--- src/rtl/phd_pkg.sv ---
// ----------------------------------------------------------------------------
// phd_pkg
// Shared constants, types and helpers of the piezo hit detector.
// ----------------------------------------------------------------------------
package phd_pkg;

  // default widths of the sample path and the run counter
  localparam int SAMPLE_BITS_DEF = 12;
  localparam int RUN_BITS_DEF    = 16;

  // fixed field widths
  localparam int CFG_IDX_BITS  = 3;
  localparam int CFG_DATA_BITS = 16;
  localparam int LIMIT_BITS    = 16;
  localparam int HIT_IDX_BITS  = 4;
  localparam int MOD_BITS      = 5;
  localparam int TICK_BITS     = 6;
  localparam int QUEUE_DEPTH   = 2;

  // longest window the tick counter allows
  localparam logic [TICK_BITS-1:0] PERIOD_LIMIT = 6'd62;

  // register reset values
  localparam logic [CFG_DATA_BITS-1:0] THRESHOLD_RST = 16'd100;
  localparam logic [LIMIT_BITS-1:0]    MIN_RUN_RST   = 16'd10;
  localparam logic [LIMIT_BITS-1:0]    MAX_RUN_RST   = 16'd100;
  localparam logic [MOD_BITS-1:0]      MODULUS_RST   = 5'd10;
  localparam logic [TICK_BITS-1:0]     PERIOD_RST    = 6'd10;

  // configuration register indexes
  typedef enum logic [CFG_IDX_BITS-1:0] {
    REG_HIT_THRESHOLD = 3'd0,
    REG_MIN_RUN       = 3'd1,
    REG_MAX_RUN       = 3'd2,
    REG_HIT_MODULUS   = 3'd3,
    REG_REPORT_PERIOD = 3'd4
  } cfg_reg_t;

  // configuration as seen by the front end
  typedef struct packed {
    logic [CFG_DATA_BITS-1:0] threshold;
    logic [LIMIT_BITS-1:0]    min_run;
    logic [LIMIT_BITS-1:0]    max_run;
    logic [MOD_BITS-1:0]      modulus;
    logic [TICK_BITS-1:0]     period;
  } cfg_t;

  // queue handshake between front and back
  typedef struct packed {
    logic push;
    logic full;
  } q_wr_ctl_t;

  typedef struct packed {
    logic pop;
    logic empty;
  } q_rd_ctl_t;

  // front end states
  typedef enum logic [1:0] {
    F_IDLE,
    F_MUL,
    F_FIX,
    F_HIT
  } front_state_t;

  // back end states
  typedef enum logic [1:0] {
    B_IDLE,
    B_DIV,
    B_DONE
  } back_state_t;

  // width of one queue entry: level, hit, index, report flag, sum, count
  function automatic int entry_bits(int sample_bits);
    return sample_bits + 1 + HIT_IDX_BITS + 1 + (sample_bits + TICK_BITS) + TICK_BITS;
  endfunction

endpackage

--- src/rtl/phd_if.sv ---
// ----------------------------------------------------------------------------
// phd_if
// Channel interfaces of the piezo hit detector: samples, results, config.
// ----------------------------------------------------------------------------
interface phd_in_if #(
  parameter int SAMPLE_BITS = phd_pkg::SAMPLE_BITS_DEF
);
  logic                   valid;
  logic                   ready;
  logic [SAMPLE_BITS-1:0] sample;

  modport source (output valid, output sample, input ready);
  modport sink (input valid, input sample, output ready);
endinterface

interface phd_out_if #(
  parameter int SAMPLE_BITS = phd_pkg::SAMPLE_BITS_DEF
);
  logic                              valid;
  logic                              ready;
  logic [SAMPLE_BITS-1:0]            filtered_level;
  logic                              hit;
  logic [phd_pkg::HIT_IDX_BITS-1:0]  hit_index;
  logic                              average_valid;
  logic [SAMPLE_BITS-1:0]            window_average;

  modport source (output valid, output filtered_level, output hit, output hit_index,
                  output average_valid, output window_average, input ready);
  modport sink (input valid, input filtered_level, input hit, input hit_index,
                input average_valid, input window_average, output ready);
endinterface

interface phd_cfg_if;
  logic                               valid;
  logic                               ready;
  logic [phd_pkg::CFG_IDX_BITS-1:0]   index;
  logic [phd_pkg::CFG_DATA_BITS-1:0]  data;

  modport source (output valid, output index, output data, input ready);
  modport sink (input valid, input index, input data, output ready);
endinterface

--- src/rtl/phd_queue.sv ---
// ----------------------------------------------------------------------------
// phd_queue
// Small flop-based queue that decouples the front end from the back end.
// ----------------------------------------------------------------------------
module phd_queue #(
  parameter int WIDTH = 8,
  parameter int DEPTH = phd_pkg::QUEUE_DEPTH
) (
  input  logic                  clk,
  input  logic                  rst_n,
  input  phd_pkg::q_wr_ctl_t    wr_ctl,
  input  logic [WIDTH-1:0]      wr_data,
  output logic                  full,
  input  phd_pkg::q_rd_ctl_t    rd_ctl,
  output logic                  empty,
  output logic [WIDTH-1:0]      rd_data
);

  localparam int PTR_BITS = (DEPTH > 1) ? $clog2(DEPTH) : 1;
  localparam int CNT_BITS = $clog2(DEPTH + 1);

  logic [WIDTH-1:0]    mem_r [DEPTH];
  logic [PTR_BITS-1:0] wr_ptr_r;
  logic [PTR_BITS-1:0] rd_ptr_r;
  logic [CNT_BITS-1:0] count_r;
  logic                do_push;
  logic                do_pop;

  assign do_push = wr_ctl.push && !full;
  assign do_pop  = rd_ctl.pop && !empty;
  assign full    = (count_r == CNT_BITS'(DEPTH));
  assign empty   = (count_r == '0);
  assign rd_data = mem_r[rd_ptr_r];

  // entry storage
  always_ff @(posedge clk) begin
    if (do_push) begin
      mem_r[wr_ptr_r] <= wr_data;
    end
  end

  // pointers and fill count
  always_ff @(posedge clk) begin
    if (!rst_n) begin
      wr_ptr_r <= '0;
      rd_ptr_r <= '0;
      count_r  <= '0;
    end else begin
      if (do_push) begin
        wr_ptr_r <= (wr_ptr_r == PTR_BITS'(DEPTH - 1)) ? '0 : wr_ptr_r + 1'b1;
      end
      if (do_pop) begin
        rd_ptr_r <= (rd_ptr_r == PTR_BITS'(DEPTH - 1)) ? '0 : rd_ptr_r + 1'b1;
      end
      if (do_push && !do_pop) begin
        count_r <= count_r + 1'b1;
      end else if (do_pop && !do_push) begin
        count_r <= count_r - 1'b1;
      end
    end
  end

  assert property (@(posedge clk) disable iff (!rst_n)
    (count_r <= CNT_BITS'(DEPTH)))
    else $error("queue fill count beyond depth");

endmodule

--- src/rtl/phd_front.sv ---
// ----------------------------------------------------------------------------
// phd_front
// Accepts samples, keeps the report window, smooths the level and tracks runs.
// ----------------------------------------------------------------------------
module phd_front #(
  parameter int SAMPLE_BITS = phd_pkg::SAMPLE_BITS_DEF,
  parameter int RUN_BITS    = phd_pkg::RUN_BITS_DEF
) (
  input  logic                    clk,
  input  logic                    rst_n,
  phd_in_if.sink                  in_ch,
  input  phd_pkg::cfg_t           cfg,
  output phd_pkg::q_wr_ctl_t      q_wr,
  input  logic                    q_full,
  output logic [phd_pkg::entry_bits(SAMPLE_BITS)-1:0] q_data
);

  localparam int TB       = phd_pkg::TICK_BITS;
  localparam int HB       = phd_pkg::HIT_IDX_BITS;
  localparam int MB       = phd_pkg::MOD_BITS;
  localparam int SUM_BITS = SAMPLE_BITS + TB;
  localparam int XW       = SAMPLE_BITS + 4;
  localparam int PW       = 2 * XW;
  localparam int RECIP    = (2 ** XW) / 10;
  localparam int CW       = (RUN_BITS > phd_pkg::LIMIT_BITS) ? RUN_BITS : phd_pkg::LIMIT_BITS;
  localparam logic [XW-1:0] RECIP_C = XW'(RECIP);
  localparam logic [XW-1:0] TEN_C   = XW'(10);

  phd_pkg::front_state_t state_r, state_nxt;

  logic [SAMPLE_BITS-1:0] smoothed_r;
  logic [RUN_BITS-1:0]    run_r;
  logic [HB-1:0]          hit_cnt_r;
  logic [TB-1:0]          tick_r;
  logic [SUM_BITS-1:0]    sum_r;
  logic [TB-1:0]          cnt_r;
  logic [XW-1:0]          x_r;
  logic [PW-1:0]          prod_r;
  logic                   rep_valid_r;
  logic [SUM_BITS-1:0]    rep_sum_r;
  logic [TB-1:0]          rep_cnt_r;

  logic                   accept;
  logic [TB-1:0]          period;
  logic [TB:0]            next_tick;
  logic                   report;
  logic [XW-1:0]          x_new;
  logic [XW-1:0]          q0;
  logic [XW-1:0]          rem;
  logic [XW-1:0]          q_fix;
  logic                   above;
  logic [CW-1:0]          run_ext;
  logic                   hit;
  logic [HB-1:0]          hit_index;
  logic [MB-1:0]          hit_next;

  // next state
  always_comb begin
    state_nxt = state_r;
    unique case (state_r)
      phd_pkg::F_IDLE: if (in_ch.valid) state_nxt = phd_pkg::F_MUL;
      phd_pkg::F_MUL:  state_nxt = phd_pkg::F_FIX;
      phd_pkg::F_FIX:  state_nxt = phd_pkg::F_HIT;
      phd_pkg::F_HIT:  if (!q_full) state_nxt = phd_pkg::F_IDLE;
      default:         state_nxt = phd_pkg::F_IDLE;
    endcase
  end

  // handshake outputs
  always_comb begin
    in_ch.ready = 1'b0;
    q_wr.push   = 1'b0;
    q_wr.full   = q_full;
    unique case (state_r)
      phd_pkg::F_IDLE: in_ch.ready = 1'b1;
      phd_pkg::F_HIT:  q_wr.push   = !q_full;
      default: ;
    endcase
  end

  assign accept = in_ch.valid && in_ch.ready;

  // window report decision, taken before this sample joins the window
  assign period    = (cfg.period > phd_pkg::PERIOD_LIMIT) ? phd_pkg::PERIOD_LIMIT : cfg.period;
  assign next_tick = {1'b0, tick_r} + 1'b1;
  assign report    = next_tick > {1'b0, period};

  // 9 * level + sample
  assign x_new = XW'({smoothed_r, 3'b000}) + XW'(smoothed_r) + XW'(in_ch.sample);

  // divide by ten: reciprocal estimate, then one correction step
  assign q0    = prod_r[PW-1:XW];
  assign rem   = x_r - ((q0 << 3) + (q0 << 1));
  assign q_fix = (rem >= TEN_C) ? q0 + 1'b1 : q0;

  // run tracking and hit qualification
  assign above     = smoothed_r > cfg.threshold[SAMPLE_BITS-1:0];
  assign run_ext   = CW'(run_r);
  assign hit       = !above && (run_ext > CW'(cfg.min_run)) && (run_ext < CW'(cfg.max_run));
  assign hit_index = hit ? hit_cnt_r : '0;
  assign hit_next  = {1'b0, hit_cnt_r} + 1'b1;

  assign q_data = {smoothed_r, hit, hit_index, rep_valid_r, rep_sum_r, rep_cnt_r};

  // control and block state
  always_ff @(posedge clk) begin
    if (!rst_n) begin
      state_r    <= phd_pkg::F_IDLE;
      smoothed_r <= '0;
      run_r      <= '0;
      hit_cnt_r  <= '0;
      tick_r     <= '0;
      sum_r      <= '0;
      cnt_r      <= '0;
    end else begin
      state_r <= state_nxt;
      if (accept) begin
        if (report) begin
          tick_r <= '0;
          sum_r  <= SUM_BITS'(in_ch.sample);
          cnt_r  <= TB'(1);
        end else begin
          tick_r <= next_tick[TB-1:0];
          sum_r  <= sum_r + SUM_BITS'(in_ch.sample);
          cnt_r  <= cnt_r + 1'b1;
        end
      end
      if (state_r == phd_pkg::F_FIX) begin
        smoothed_r <= q_fix[SAMPLE_BITS-1:0];
      end
      if (q_wr.push) begin
        if (above) begin
          if (run_r != '1) begin
            run_r <= run_r + 1'b1;
          end
        end else begin
          run_r <= '0;
          if (hit) begin
            hit_cnt_r <= (hit_next >= cfg.modulus) ? '0 : hit_next[HB-1:0];
          end
        end
      end
    end
  end

  // per-item working registers
  always_ff @(posedge clk) begin
    if (accept) begin
      x_r         <= x_new;
      rep_valid_r <= report;
      rep_sum_r   <= sum_r;
      rep_cnt_r   <= cnt_r;
    end
    if (state_r == phd_pkg::F_MUL) begin
      prod_r <= x_r * RECIP_C;
    end
  end

  assert property (@(posedge clk) disable iff (!rst_n)
    (state_r == phd_pkg::F_FIX) |-> (rem < 2 * TEN_C))
    else $error("reciprocal estimate off by more than one");

  assert property (@(posedge clk) disable iff (!rst_n)
    accept |=> (state_r == phd_pkg::F_MUL) && !in_ch.ready)
    else $error("front took an item while busy");

endmodule

--- src/rtl/phd_back.sv ---
// ----------------------------------------------------------------------------
// phd_back
// Pops queued items, divides the window sum by its count and drives results.
// ----------------------------------------------------------------------------
module phd_back #(
  parameter int SAMPLE_BITS = phd_pkg::SAMPLE_BITS_DEF
) (
  input  logic                    clk,
  input  logic                    rst_n,
  output phd_pkg::q_rd_ctl_t      q_rd,
  input  logic                    q_empty,
  input  logic [phd_pkg::entry_bits(SAMPLE_BITS)-1:0] q_data,
  phd_out_if.source               out_ch
);

  localparam int TB        = phd_pkg::TICK_BITS;
  localparam int HB        = phd_pkg::HIT_IDX_BITS;
  localparam int SUM_BITS  = SAMPLE_BITS + TB;
  localparam int STEP_BITS = $clog2(SUM_BITS);

  phd_pkg::back_state_t state_r, state_nxt;

  logic [SAMPLE_BITS-1:0] filt_r;
  logic                   hit_r;
  logic [HB-1:0]          idx_r;
  logic                   avv_r;
  logic [SUM_BITS-1:0]    quo_r;
  logic [TB-1:0]          rem_r;
  logic [TB-1:0]          div_r;
  logic [STEP_BITS-1:0]   step_r;

  logic                   out_valid_r;
  logic [SAMPLE_BITS-1:0] out_filt_r;
  logic                   out_hit_r;
  logic [HB-1:0]          out_idx_r;
  logic                   out_avv_r;
  logic [SAMPLE_BITS-1:0] out_avg_r;

  logic [SAMPLE_BITS-1:0] e_filt;
  logic                   e_hit;
  logic [HB-1:0]          e_idx;
  logic                   e_avv;
  logic [SUM_BITS-1:0]    e_sum;
  logic [TB-1:0]          e_cnt;
  logic                   e_divide;
  logic [TB:0]            rem_sh;
  logic                   ge;
  logic [TB:0]            rem_sub;
  logic                   last_step;
  logic                   load_out;

  // queue entry fields
  assign {e_filt, e_hit, e_idx, e_avv, e_sum, e_cnt} = q_data;
  assign e_divide = e_avv && (e_cnt != '0);

  // one restoring division step
  assign rem_sh    = {rem_r, quo_r[SUM_BITS-1]};
  assign ge        = rem_sh >= {1'b0, div_r};
  assign rem_sub   = rem_sh - {1'b0, div_r};
  assign last_step = (step_r == STEP_BITS'(SUM_BITS - 1));

  // next state
  always_comb begin
    state_nxt = state_r;
    unique case (state_r)
      phd_pkg::B_IDLE: begin
        if (!q_empty) state_nxt = e_divide ? phd_pkg::B_DIV : phd_pkg::B_DONE;
      end
      phd_pkg::B_DIV:  if (last_step) state_nxt = phd_pkg::B_DONE;
      phd_pkg::B_DONE: if (!out_valid_r || out_ch.ready) state_nxt = phd_pkg::B_IDLE;
      default:         state_nxt = phd_pkg::B_IDLE;
    endcase
  end

  // control outputs
  always_comb begin
    q_rd.pop   = 1'b0;
    q_rd.empty = q_empty;
    load_out   = 1'b0;
    unique case (state_r)
      phd_pkg::B_IDLE: q_rd.pop = !q_empty;
      phd_pkg::B_DONE: load_out = !out_valid_r || out_ch.ready;
      default: ;
    endcase
  end

  // control registers
  always_ff @(posedge clk) begin
    if (!rst_n) begin
      state_r     <= phd_pkg::B_IDLE;
      out_valid_r <= 1'b0;
    end else begin
      state_r <= state_nxt;
      if (load_out) begin
        out_valid_r <= 1'b1;
      end else if (out_ch.ready) begin
        out_valid_r <= 1'b0;
      end
    end
  end

  // item fields and divider
  always_ff @(posedge clk) begin
    if (q_rd.pop) begin
      filt_r <= e_filt;
      hit_r  <= e_hit;
      idx_r  <= e_idx;
      avv_r  <= e_avv;
      quo_r  <= e_divide ? e_sum : '0;
      rem_r  <= '0;
      div_r  <= e_cnt;
      step_r <= '0;
    end else if (state_r == phd_pkg::B_DIV) begin
      rem_r  <= ge ? rem_sub[TB-1:0] : rem_sh[TB-1:0];
      quo_r  <= {quo_r[SUM_BITS-2:0], ge};
      step_r <= step_r + 1'b1;
    end
  end

  // result register
  always_ff @(posedge clk) begin
    if (load_out) begin
      out_filt_r <= filt_r;
      out_hit_r  <= hit_r;
      out_idx_r  <= idx_r;
      out_avv_r  <= avv_r;
      out_avg_r  <= quo_r[SAMPLE_BITS-1:0];
    end
  end

  assign out_ch.valid          = out_valid_r;
  assign out_ch.filtered_level = out_filt_r;
  assign out_ch.hit            = out_hit_r;
  assign out_ch.hit_index      = out_idx_r;
  assign out_ch.average_valid  = out_avv_r;
  assign out_ch.window_average = out_avg_r;

  assert property (@(posedge clk) disable iff (!rst_n)
    (state_r == phd_pkg::B_DIV) |-> (rem_r < div_r))
    else $error("divider remainder not below divisor");

  assert property (@(posedge clk) disable iff (!rst_n)
    (out_valid_r && !out_avv_r) |-> (out_avg_r == '0))
    else $error("average shown without a report");

  assert property (@(posedge clk) disable iff (!rst_n)
    (out_valid_r && !out_hit_r) |-> (out_idx_r == '0))
    else $error("hit index shown without a hit");

endmodule

--- src/rtl/piezo_hit_detector_with_window_average_top.sv ---
// ----------------------------------------------------------------------------
// piezo_hit_detector_with_window_average_top
// Smoothed piezo level, run-length hit detection and windowed sample mean.
//
//   channel  dir  handshake     payload
//   in_ch    in   valid/ready   sample
//   out_ch   out  valid/ready   filtered_level, hit, hit_index,
//                               average_valid, window_average
//   cfg_ch   in   valid/ready   index, data (ready always high)
//
// the front end takes one item at a time through accept, reciprocal multiply,
// divide-by-ten correction, run update and queue write, the last waiting on a full queue
// the back end pops an item, runs the one-bit-per-cycle window divider when an average
// is reported with a nonzero count, and waits on out_ch ready before loading the result
// a 2-entry queue and the result register let either side stall alone
// synchronous active-low reset; no clearing pass
// ----------------------------------------------------------------------------
module piezo_hit_detector_with_window_average_top #(
  parameter int SAMPLE_BITS = phd_pkg::SAMPLE_BITS_DEF,
  parameter int RUN_BITS    = phd_pkg::RUN_BITS_DEF
) (
  input  logic         clk,
  input  logic         rst_n,
  phd_in_if.sink       in_ch,
  phd_out_if.source    out_ch,
  phd_cfg_if.sink      cfg_ch
);

  localparam int ENTRY_BITS = phd_pkg::entry_bits(SAMPLE_BITS);

  phd_pkg::cfg_t      cfg_r;
  phd_pkg::q_wr_ctl_t q_wr;
  phd_pkg::q_rd_ctl_t q_rd;
  logic               q_full;
  logic               q_empty;
  logic [ENTRY_BITS-1:0] q_wdata;
  logic [ENTRY_BITS-1:0] q_rdata;

  assign cfg_ch.ready = 1'b1;

  // configuration registers
  always_ff @(posedge clk) begin
    if (!rst_n) begin
      cfg_r.threshold <= phd_pkg::THRESHOLD_RST;
      cfg_r.min_run   <= phd_pkg::MIN_RUN_RST;
      cfg_r.max_run   <= phd_pkg::MAX_RUN_RST;
      cfg_r.modulus   <= phd_pkg::MODULUS_RST;
      cfg_r.period    <= phd_pkg::PERIOD_RST;
    end else if (cfg_ch.valid && cfg_ch.ready) begin
      unique case (phd_pkg::cfg_reg_t'(cfg_ch.index))
        phd_pkg::REG_HIT_THRESHOLD:
          cfg_r.threshold <= phd_pkg::CFG_DATA_BITS'(cfg_ch.data[SAMPLE_BITS-1:0]);
        phd_pkg::REG_MIN_RUN:
          cfg_r.min_run <= cfg_ch.data[phd_pkg::LIMIT_BITS-1:0];
        phd_pkg::REG_MAX_RUN:
          cfg_r.max_run <= cfg_ch.data[phd_pkg::LIMIT_BITS-1:0];
        phd_pkg::REG_HIT_MODULUS:
          cfg_r.modulus <= cfg_ch.data[phd_pkg::MOD_BITS-1:0];
        phd_pkg::REG_REPORT_PERIOD:
          cfg_r.period <= cfg_ch.data[phd_pkg::TICK_BITS-1:0];
        default: ;
      endcase
    end
  end

  // sample intake, filter and run tracking
  phd_front #(
    .SAMPLE_BITS (SAMPLE_BITS),
    .RUN_BITS    (RUN_BITS)
  ) u_front (
    .clk    (clk),
    .rst_n  (rst_n),
    .in_ch  (in_ch),
    .cfg    (cfg_r),
    .q_wr   (q_wr),
    .q_full (q_full),
    .q_data (q_wdata)
  );

  // decoupling queue
  phd_queue #(
    .WIDTH (ENTRY_BITS),
    .DEPTH (phd_pkg::QUEUE_DEPTH)
  ) u_queue (
    .clk     (clk),
    .rst_n   (rst_n),
    .wr_ctl  (q_wr),
    .wr_data (q_wdata),
    .full    (q_full),
    .rd_ctl  (q_rd),
    .empty   (q_empty),
    .rd_data (q_rdata)
  );

  // window divider and result register
  phd_back #(
    .SAMPLE_BITS (SAMPLE_BITS)
  ) u_back (
    .clk     (clk),
    .rst_n   (rst_n),
    .q_rd    (q_rd),
    .q_empty (q_empty),
    .q_data  (q_rdata),
    .out_ch  (out_ch)
  );

endmodule
--- src/flat_wrapper.sv ---
// flat-port wrapper written by rule: the top's interface ports become plain ports
module piezo_hit_detector_with_window_average_top_flat 
#(
  parameter int SAMPLE_BITS = phd_pkg::SAMPLE_BITS_DEF,
  parameter int RUN_BITS    = phd_pkg::RUN_BITS_DEF
)
  (clk, rst_n, in_ch_valid, in_ch_sample, in_ch_ready, out_ch_valid, out_ch_filtered_level, out_ch_hit, out_ch_hit_index, out_ch_average_valid, out_ch_window_average, out_ch_ready, cfg_ch_valid, cfg_ch_index, cfg_ch_data, cfg_ch_ready);
  phd_in_if #(.SAMPLE_BITS(SAMPLE_BITS)) in_ch_i ();
  phd_out_if #(.SAMPLE_BITS(SAMPLE_BITS)) out_ch_i ();
  phd_cfg_if cfg_ch_i ();
  input  logic clk;
  input  logic rst_n;
  input wire logic [$bits(in_ch_i.valid)-1:0] in_ch_valid;
  input wire logic [$bits(in_ch_i.sample)-1:0] in_ch_sample;
  output wire logic [$bits(in_ch_i.ready)-1:0] in_ch_ready;
  output wire logic [$bits(out_ch_i.valid)-1:0] out_ch_valid;
  output wire logic [$bits(out_ch_i.filtered_level)-1:0] out_ch_filtered_level;
  output wire logic [$bits(out_ch_i.hit)-1:0] out_ch_hit;
  output wire logic [$bits(out_ch_i.hit_index)-1:0] out_ch_hit_index;
  output wire logic [$bits(out_ch_i.average_valid)-1:0] out_ch_average_valid;
  output wire logic [$bits(out_ch_i.window_average)-1:0] out_ch_window_average;
  input wire logic [$bits(out_ch_i.ready)-1:0] out_ch_ready;
  input wire logic [$bits(cfg_ch_i.valid)-1:0] cfg_ch_valid;
  input wire logic [$bits(cfg_ch_i.index)-1:0] cfg_ch_index;
  input wire logic [$bits(cfg_ch_i.data)-1:0] cfg_ch_data;
  output wire logic [$bits(cfg_ch_i.ready)-1:0] cfg_ch_ready;
  assign in_ch_i.valid = in_ch_valid;
  assign in_ch_i.sample = in_ch_sample;
  assign in_ch_ready = in_ch_i.ready;
  assign out_ch_valid = out_ch_i.valid;
  assign out_ch_filtered_level = out_ch_i.filtered_level;
  assign out_ch_hit = out_ch_i.hit;
  assign out_ch_hit_index = out_ch_i.hit_index;
  assign out_ch_average_valid = out_ch_i.average_valid;
  assign out_ch_window_average = out_ch_i.window_average;
  assign out_ch_i.ready = out_ch_ready;
  assign cfg_ch_i.valid = cfg_ch_valid;
  assign cfg_ch_i.index = cfg_ch_index;
  assign cfg_ch_i.data = cfg_ch_data;
  assign cfg_ch_ready = cfg_ch_i.ready;
  piezo_hit_detector_with_window_average_top #(.SAMPLE_BITS(SAMPLE_BITS), .RUN_BITS(RUN_BITS)) u_core (.clk(clk), .rst_n(rst_n), .in_ch(in_ch_i), .out_ch(out_ch_i), .cfg_ch(cfg_ch_i));
endmodule
--- config.mk ---
export PLATFORM = sky130hd
export DESIGN_NAME = piezo_hit_detector_with_window_average_top_flat
export DESIGN_NICKNAME = d
export VERILOG_FILES = /design/src/rtl/phd_pkg.sv /design/src/rtl/phd_if.sv /design/src/rtl/phd_queue.sv /design/src/rtl/phd_front.sv /design/src/rtl/phd_back.sv /design/src/rtl/piezo_hit_detector_with_window_average_top.sv /design/src/flat_wrapper.sv
export SDC_FILE = /design/constraint.sdc
export NUM_CORES = 1
export LEC_CHECK = 0
export ABC_AREA = 1
export BUFFER_PORTS_ARGS = -buffer_cell sky130_fd_sc_hd__clkbuf_2
export CORE_MARGIN = 10
export CORE_UTILIZATION = 50
export DETAILED_ROUTE_END_ITERATION = 8
export PLACE_DENSITY = 0.66
export SLEW_MARGIN = 20
export SYNTH_ARGS = -nofsm -noshare
export SYNTH_HDL_FRONTEND = slang
export SYNTH_SLANG_ARGS = --single-unit
--- constraint.sdc ---
create_clock -name clk -period 10.3 [get_ports clk]
set_clock_uncertainty 0.1 [all_clocks]
set_input_delay 2.06 -clock clk [delete_from_list [all_inputs] [get_ports clk]]
set_output_delay 2.06 -clock clk [all_outputs]
set_load 0.03 [all_outputs]
==> results of run 1 <==
## placed cells by master (no fill, tap or decap), types with 9 or more instances in the layout
| cell type | netlist | layout |
|---|---|---|
| a21oi_1 | 159 | 159 |
| xnor2_1 | 14 | 14 |
| o211ai_1 | 25 | 25 |
| edfxtp_1 | 210 | 210 |
| nand2_1 | 377 | 377 |
| nand3_1 | 96 | 96 |
| mux2i_1 | 18 | 18 |
| xor2_1 | 55 | 55 |
| clkbuf_2 | 0 | 67 |
| nor2_1 | 127 | 125 |
| mux2_2 | 21 | 21 |
| ha_1 | 224 | 224 |
| a21o_1 | 10 | 10 |
| clkbuf_16 | 0 | 40 |
| clkbuf_8 | 0 | 10 |
| nor3_1 | 24 | 23 |
| fa_1 | 76 | 76 |
| o21ai_0 | 105 | 105 |
| dfxtp_1 | 138 | 137 |
| nand4_1 | 30 | 30 |
| o31ai_1 | 21 | 21 |
| a31oi_1 | 9 | 9 |
| inv_1 | 328 | 328 |
## stage by stage
| stage | hold slack [ns] | setup WS (ns) | std cells | area (um2) | util [%] |
|---|---|---|---|---|---|
| after floorplan | 0.300 | 5.57 | 2192 | 20900 | - |
| after global placement | 0.301 | 5.50 | 2757 | 21800 | 53.0 |
| after detailed placement | 0.305 | 5.38 | 2757 | 21800 | 53.0 |
| after CTS | 0.319 | 5.37 | 2831 | 23100 | 56.3 |
| after global routing | 0.323 | 5.04 | 2832 | 23200 | 56.3 |
| final | 0.318 | 5.37 | 2832 | 23200 | 56.3 |
## how the worst max path moves through the flow
stage	from	endpoint	slack (ns)	depth (start not counted)
final	u_core.u_front.x_r[7]$_DFFE_PP_	u_core.u_front.prod_r[27]$_DFFE_PN_	5.37	15
after global routing	u_core.u_front.x_r[3]$_DFFE_PP_	u_core.u_front.prod_r[25]$_DFFE_PN_	5.04	17
after CTS	u_core.u_front.x_r[7]$_DFFE_PP_	u_core.u_front.prod_r[27]$_DFFE_PN_	5.37	15
after detailed placement	u_core.u_front.x_r[7]$_DFFE_PP_	u_core.u_front.prod_r[27]$_DFFE_PN_	5.38	15
after global placement	u_core.u_front.x_r[7]$_DFFE_PP_	u_core.u_front.prod_r[23]$_DFFE_PN_	5.50	15
after floorplan	out_ch_ready	u_core.u_back.out_ch.average_valid$_DFFE_PP_	5.57	2
## state kept, by name, indices dropped and copies added (netlist names), 13 cells and up, named ones only
register,flops
u_core.u_front.rep_sum_r,18
u_core.cfg_r,55
u_core.u_queue.mem_r,84
u_core.u_front.x_r,16
u_core.u_front.prod_r,13
u_core.u_front.run_ext,16
u_core.u_back.quo_r,18
u_core.u_front.sum_r,18
## worst register-to-register path: cells and delay by family, from the launching register on
kind	cells	cell delay, ns
DFF	1	0.56
adders and majority gates	6	2.72
buffers and inverters	4	0.20
xor gates and xnor gates	1	0.17
AOI/OAI and AO/OA	4	0.93
## cell families after synthesis
family,count (synthesis)
and+or+nand+nor,693
adders and majority gates,300
buffers and inverters,376
muxes,39
xor gates and xnor gates,69
DFF,348
AOI/OAI and AO/OA,366
other,1
## layer usage
metal	share of wire [%]	routed length [um]	vias up
met3	4.6	2150	64
li1	-	-	7594
met2	48	22300	281
met4	2.2	1020	2
met5	0.028	13	-
met1	45	21000	7131
## area by class of cell
cell class                      count  area share [%]
Multi-Input combinational cell   1468            45.0
Inverter                          335            5.43
Clock buffer                       57            5.03
Tap cell                          532            2.87
Clock inverter                     17           0.719
Timing Repair Buffer               75            1.79
Sequential cell                   348            39.2
==> results.cfg, run 1 <==
[clocking]
cts_root_buf = clkbuf_16
cts_hold_buf = 0
postCtsSetupRepairBufs = 0
numCtsBuffers = 40
cts-resized-gates = 0
clk_path_buf_depth = 3
clkLatencyLatePin_ns = 0.57
clkSinkCount = 348
cts.clk_slew.worst_paths_ns = 0.06
htree_levels = 2
cts_tree = yes

[layout]
register_area_um2 = 9070
multi_input_area_um2 = 10400
drive_above_1_share_pct = 8.26
num_antenna_cells = 0
area_growth_pct = 10.8
nets = 2604
nFillCells = 3584

[critical_path]
r2r_slack_ns = 5.37
cp.required_ns = 10.51
cpMaxStageDelayCell = edfxtp_1
critical_path.cell_chain = ha_1 -> fa_1 -> inv_1 -> fa_1 -> inv_1 -> fa_1 -> inv_1 -> fa_1 -> inv_1 -> ha_1 -> a21oi_1 -> o21ai_0 -> a221oi_1 -> o211ai_1 -> xor2_1
critPathBufInv = 4
critical_path_class = reg2reg
cp_slowest_stage_delay_ns = 0.56
arrival_ns = 5.13
r2r-end = u_core.u_front.prod_r[27]$_DFFE_PN_
worstReg2RegStart = u_core.u_front.x_r[7]$_DFFE_PP_
reg2reg_depth = 15
crit_family = adder cells
end_kind = flop
cp_max_fo = 7
startpoint_type = flop

[sta]
tightest_slew_ns = 1.02
post-route-period-util_pct = 47.8
setup_viol = 0
maxSlewViolCount = 0
fmax_mhz = 203
grt_setup_unrepaired = false
hold_viol = 0
period_minus_slack_ns = 4.93
max_slew_margin_pct = 31.4
setup_tns_ns = 0

[placement]
hpwl_um = 35800
io_buffers = 67
gp_congestion = 0.935

[synth]
synthMuxAreaShare_pct = 1.99
syn_inst = 2192
synth_flop_cell = edfxtp_1
synthAdderAreaFrac_pct = 20.7
synth_top_family_by_area = adder cells
yosysTopAreaCell = edfxtp_1
netlist_area_um2 = 20900
synth_xor_xnor_area_share_pct = 2.89
synth_compound_area_share_pct = 9.94
synthSimpleGateAreaFrac_pct = 14.2
synth_top_area_share_pct = 30.2
yosysWarnings = 0
async_reset_ff_share_pct = 0
synth_cell_types = 53
yosysMostFrequentCell = nand2_1
synth_area_leaders = edfxtp_1, ha_1, dfxtp_1, fa_1, nand2_1
synth_edf_count = 210
synth_fp_nets = 2528
avgSynthCellArea_um2 = 9.54
ys_seq_elements = 348
ys_seq_area_share_pct = 43.4
synthTopCellsByCount = nand2_1, inv_1, ha_1

[routing]
avgRoutedWirePerCell_um = 16.4
drt_pass1_iterations = 5
wirelength_um = 46500
drc_errors = 0
postRouteAntennaNets = 0
vias = 15100
vias_per_cell = 5.32
dr.first_iter.drc_count = 876

[worst_hold_path]
whs_endpoint = u_core.u_back.out_ch.filtered_level[1]$_DFFE_PP_
hp-class = reg2reg
min_path_cells = 0
min_from = u_core.u_back.filt_r[1]$_DFFE_PP_

[global_routing]
grt_pass1_wl_um = 76200
grt_max_degree = 79
grt.total_usage_pct = 18.5
grtUsageMet3_pct = 3.49
gr-total-overflow = 0
met2_usage_pct = 31.7
use_met1_pct = 23.6
grt-busiest-layer = met2
antenna_found_initial = 1
grt_pass1_vias = 15000

[flow_run]
max-cap-violations = 0

[floorplan]
dieArea_um2 = 50400
start_util_pct = 50.8
die_x_um = 224
coreArea_um2 = 41100
num_rows = 74
ios = 69
die_y_um = 224

[run_status]
status = complete, no violations
Power of run 1 is left out: the tool's default activity adds up to more than one toggle a clock period on the data nets, which glitch-free logic cannot reach.
==> run 2, diff against run 1 <==
Settings changed: ABC_AREA 1 to 0, PLACE_DENSITY 0.66 to 0.69.
Clock period 10.3 ns to 4.1 ns, I/O delays scaled along.
==> run 2 against run 1 <==
The flow now finishes with violations (negative setup slack). Sequential share of layout area is 0.12 points lower. Critical path depth is 2 higher. Maximum frequency is 7.4% lower. Routed wire length is 8.1% lower. Largest cell class unchanged.
==> results.cfg, run 2 <==
[critical_path]
cp_slowest_stage_delay_ns = 0.56
crit_family = adder cells
worstReg2RegStart = u_core.u_front.x_r[5]$_DFFE_PP_
startpoint_type = flop
end_kind = flop
arrival_ns = 5.51
crit_path_frequent_cell = fa_1
cp-startpoint = u_core.u_front.x_r[5]$_DFFE_PP_
cpMaxStageDelayCell = fa_1
cp_max_fo = 3
critical_path_class = reg2reg
critPathBufInv = 2
cp.required_ns = 4.29
critical_path.cell_chain = ha_4 -> fa_1 -> fa_1 -> inv_1 -> fa_1 -> fa_1 -> inv_2 -> ha_4 -> a21o_1 -> a211oi_2 -> o31ai_4 -> a211oi_2 -> nor2_1 -> o41a_1 -> a211o_1 -> a21oi_2 -> xnor2_1

[floorplan]
num_rows = 72
start_util_pct = 51.0
coreArea_um2 = 38900
die_y_um = 219
ios = 69
dieArea_um2 = 48000
die_x_um = 219

[flow_run]
max-cap-violations = 0

[clocking]
numCtsBuffers = 38
clkSinkCount = 348
cts_root_buf = clkbuf_16
cts.clk_slew.worst_paths_ns = 0.06
htree_levels = 2
cts_hold_buf = 0
clkLatencyLatePin_ns = 0.55
clk_path_buf_depth = 3
cts_tree = yes

[layout]
regMostFlops = u_core.u_queue.mem_r
mostFrequentLayoutCell = edfxtp_1
largest_reg_flops = 84
multi_input_area_um2 = 10300
final_cell_mix = edfxtp_1, inv_1, ha_1
layout_top_registers = u_core.u_queue.mem_r: 84 flops, u_core.cfg_r: 55 flops
register_area_um2 = 9070
num_antenna_cells = 0
postLayoutCoreUtil_pct = 59.7
area_growth_pct = 17.1
nFillCells = 3211
drive_above_1_share_pct = 17.1
nets = 2321

[synth]
ys_seq_area_share_pct = 45.7
synth_cell_types = 74
async_reset_ff_share_pct = 0
synthTopCellsByCount = ha_1, edfxtp_1, inv_1
yosysMostFrequentCell = ha_1
netlist_area_um2 = 19800
synth_flop_cell = edfxtp_1
yosysTopAreaCell = edfxtp_1
synth_top_area_share_pct = 31.8
yosysWarnings = 0
syn_inst = 1811
avgSynthCellArea_um2 = 10.9
synth_fp_nets = 2147
synth_edf_count = 210
ys_seq_elements = 348
synth_area_leaders = edfxtp_1, ha_1, dfxtp_1, fa_1, inv_1

[global_routing]
antenna_found_initial = 1
grt.total_usage_pct = 18.0
grt_max_degree = 45
grt_pass1_wl_um = 70400
grt_pass1_vias = 13900
gr-total-overflow = 0

[routing]
vias_per_cell = 5.36
postRouteAntennaNets = 0
vias = 13600
wirelength_um = 42700
drc_errors = 0
drt_pass1_iterations = 5
dr.first_iter.drc_count = 750
avgRoutedWirePerCell_um = 16.9

[worst_hold_path]
hp-class = reg2reg
min_from = u_core.u_back.idx_r[3]$_DFFE_PP_

[sta]
grt_setup_unrepaired = true
hold_ws_ns = 0.319
max_slew_margin_pct = 39.2
setup_viol = 13
fmax_mhz = 188
post-route-period-util_pct = 130
setup_tns_ns = -10.89
maxSlewViolCount = 0
layout_setup_ws_ns = -1.22
tightest_slew_ns = 0.910
period_minus_slack_ns = 5.32
hold_viol = 0

[placement]
hpwl_um = 32100
gp_congestion = 0.919
io_buffers = 67
dpl_worst_slack_ns = -1.49

[run_status]
status = finished, violations left
violations = negative setup slack
run 2: cell types whose count changed in the layout (fill, tap and decap cells not counted), sizes merged, moves of 12 or more:
cell,change
nand2,-223
inv,-121
buf,+105
nand3,-63
o21ai,-46
a21oi,-42
xnor2,+42
a21o,+24
nor2,-24
mux2i,+23
xor2,-18
nor2b,+13
or3,+13
o211ai,-12
run 2: worst reg2reg max path: stages, from the launching register on:
cell and delay, ns:
edfxtp_1 0.49, ha_4 0.30, fa_1 0.49, fa_1 0.56, inv_1 0.06, fa_1 0.47, fa_1 0.56, inv_2 0.05
ha_4 0.21, a21o_1 0.19, a211oi_2 0.25, o31ai_4 0.13, a211oi_2 0.19, nor2_1 0.08, o41a_1 0.38, a211o_1 0.33
a21oi_2 0.14, xnor2_1 0.08
run 2: worst paths after layout:
kind                            depth (start not counted)                                     endpoint  slack (ns)
worst min-delay path                                    0  u_core.u_back.out_ch.hit_index[3]$_DFFE_PP_        0.32
worst max register to register                         17          u_core.u_front.prod_r[28]$_DFFE_PN_       -1.22
worst min register to register                          0  u_core.u_back.out_ch.hit_index[3]$_DFFE_PP_        0.32
worst max-delay path                                   17          u_core.u_front.prod_r[28]$_DFFE_PN_       -1.22
run 2: timing repair:
action                                  in CTS  in global routing
resized for setup                           29                 47
endpoints found under the hold margin        0                  0
pin swaps                                   28                 30
endpoints found under the setup margin      13                 25
buffers inserted                            14                 14
cloned                                       0                  0
run 2: cell type report:
| cell class | instances | area share, % |
|---|---|---|
| tap | 518 | 2.79 |
| sequential | 348 | 39.1 |
| multi-input combinational | 1205 | 44.4 |
| clock inverter | 18 | 0.760 |
| inverter | 212 | 3.43 |
| timing repair buffer | 180 | 5.16 |
| clock buffer | 50 | 4.42 |
run 2: logic make-up after synthesis:
kind of cell             synth area share (%)
AND/OR/NAND/NOR                          10.0
flip-flops                               45.7
AO/OA/AOI/OAI                            9.92
adder cells (fa/ha/maj)                  21.8
buffers and inverters                    4.98
XOR/XNOR                                 4.11
multiplexers                             3.43
other                                  0.0189
run 2: routing by layer:
layer / wire, um / global-route usage (%) / share of wire (%) / vias up
met1: 19200 / 23.5 / 45 / 6600
li1: - / - / - / 6666
met4: 924 / 5.13 / 2.2 / 2
met5: 20 / 0 / 0.047 / -
met3: 1940 / 3.03 / 4.5 / 58
met2: 20600 / 30.4 / 48 / 232
run 2: per-stage QoR:
stage	std cells	area, um2
after floorplan	1811	19900
after global placement	2443	21500
after detailed placement	2443	21500
after CTS	2522	22900
after global routing	2531	23200
final	2531	23200
Power of run 2 is left out for the same reason.
==> run 3, diff against run 2 <==
Settings changed: MAX_ROUTING_LAYER set to met4, SKIP_CTS_REPAIR_TIMING set to 1.
==> run 3 against run 2 <==
The run still ends with negative setup slack left. Largest cell class unchanged. Flip-flop and latch count stayed put. Utilization hardly changed. Sequential share of layout area hardly changed. Routed wire length is 1.5% lower.
==> results.cfg, run 3 (synthesis results as in run 2) <==
[routing]
wirelength_um = 42100
drc_errors = 0
wl_met3_um = 1680
drt-met1-wl_um = 19700
vias = 13400
drt_pass1_iterations = 5
met2_length_um = 19800
vias_per_cell = 5.31
avgRoutedWirePerCell_um = 16.6
dr.first_iter.drc_count = 817
postRouteAntennaNets = 0
dr.max_layer_used = met4

[placement]
io_buffers = 67
dp_cells = 2443
gp_congestion = 0.926
dpl_worst_slack_ns = -1.51
hpwl_um = 31800

[floorplan]
ios = 69
die_y_um = 219
coreArea_um2 = 38900
die_x_um = 219
dieArea_um2 = 48000
start_util_pct = 51.0
num_rows = 72

[sta]
post-route-period-util_pct = 133
layout_setup_ws_ns = -1.36
period_minus_slack_ns = 5.46
setup_viol = 13
maxSlewViolCount = 0
tightest_slew_ns = 0.951
fmax_mhz = 183
grt_setup_unrepaired = true
max_slew_margin_pct = 36.4
hold_viol = 0

[clocking]
cts_root_buf = clkbuf_16
cts.clk_slew.worst_paths_ns = 0.06
clkLatencyLatePin_ns = 0.53
clkSinkCount = 348
cts_tree = yes
numCtsBuffers = 38
clk_path_buf_depth = 3
htree_levels = 2

[critical_path]
cpMaxStageDelayCell = fa_2
critical_path_class = reg2reg
r2r_slack_ns = -1.36
cp_max_fo = 5
critical_path.cell_chain = buf_4 -> ha_4 -> xor2_1 -> ha_2 -> a21o_1 -> fa_2 -> fa_1 -> fa_2 -> ha_4 -> a21o_1 -> a21o_1 -> a211oi_2 -> o31ai_4 -> a211oi_2 -> nor2_2 -> o41a_1 -> a211o_1 -> a21oi_2 -> xnor2_1
critPathBufInv = 1
startpoint_type = flop
crit_cells = 19
cp.required_ns = 4.28
cp_slowest_stage_delay_ns = 0.58
end_kind = flop
reg2reg_depth = 19
crit_path_frequent_cell = a21o_1
arrival_ns = 5.64
crit_family = adder cells

[global_routing]
gr-total-overflow = 0
grt_pass1_wl_um = 68400
antenna_found_initial = 1
grt.total_usage_pct = 17.9
grt_max_degree = 45
grt_pass1_vias = 13600

[worst_hold_path]
hp-class = reg2reg
min_path_cells = 0

[layout]
regMostFlops = u_core.u_queue.mem_r
nFillCells = 3194
final_cell_mix = edfxtp_1, inv_1, ha_1
largest_reg_flops = 84
layout_top_registers = u_core.u_queue.mem_r: 84 flops, u_core.cfg_r: 55 flops
nets = 2320
layoutNonFillerInstCount = 2533
drive_above_1_share_pct = 16.6
postLayoutCoreUtil_pct = 59.6
area_growth_pct = 17.0
mostFrequentLayoutCell = edfxtp_1

[flow_run]
max-cap-violations = 0

[run_status]
status = finished, violations left
violations = negative setup slack
[run 3: changes by cell type in the layout (fill, tap and decap cells not counted), sizes merged]
cell,change
buf,-1
bufinv,-1
clkbuf,+9
clkinv,-6
clkinvlp,-2
diode,+1
inv,+2
[run 3: final cells by class]
type                    instances  area (um2)  area share (%)
inverters                     212         796            3.43
well taps                     518         648            2.79
flip-flops and latches        348        9070            39.1
repair buffers                179        1190            5.14
clock buffers                  59        1130            4.87
multi-input cells            1205       10200            44.1
clock inverters                11         130           0.561
diodes                          1        2.50          0.0108
[run 3: path summary, 6_finish.rpt]
kind / startpoint / endpoint
hold reg to reg: u_core.u_back.filt_r[7]$_DFFE_PP_ / u_core.u_back.out_ch.filtered_level[7]$_DFFE_PP_
setup reg to reg: u_core.u_front.x_r[3]$_DFFE_PP_ / u_core.u_front.prod_r[28]$_DFFE_PN_
hold / removal: u_core.u_back.filt_r[7]$_DFFE_PP_ / u_core.u_back.out_ch.filtered_level[7]$_DFFE_PP_
setup / recovery: u_core.u_front.x_r[3]$_DFFE_PP_ / u_core.u_front.prod_r[28]$_DFFE_PN_
[run 3: routing by layer]
layer / up-vias / global-route usage, %
met5: - / -
met4: 0 / 4.78
met3: 55 / 2.74
met2: 241 / 28.8
met1: 6475 / 23.4
li1: 6667 / -
[run 3: through the flow]
stage	setup TNS, ns	hold slack, ns	instance area (um2)
CTS	-13.69	0.317	22700
global route	-14.17	0.335	23200
finish	-12.18	0.317	23200
global placement	-11.78	0.302	21500
floorplan	-7.94	0.300	19900
detailed placement	-13.27	0.305	21500
[run 3: worst register-to-register path, cell delays in order, from the launching register on]
cell and delay (ns):
edfxtp_1 0.47, buf_4 0.19, ha_4 0.23, xor2_1 0.16, ha_2 0.16, a21o_1 0.18, fa_2 0.58, fa_1 0.46
fa_2 0.49, ha_4 0.18, a21o_1 0.17, a21o_1 0.16, a211oi_2 0.27, o31ai_4 0.14, a211oi_2 0.28, nor2_2 0.08
o41a_1 0.38, a211o_1 0.32, a21oi_2 0.16, xnor2_1 0.07
Power of run 3 is left out for the same reason.
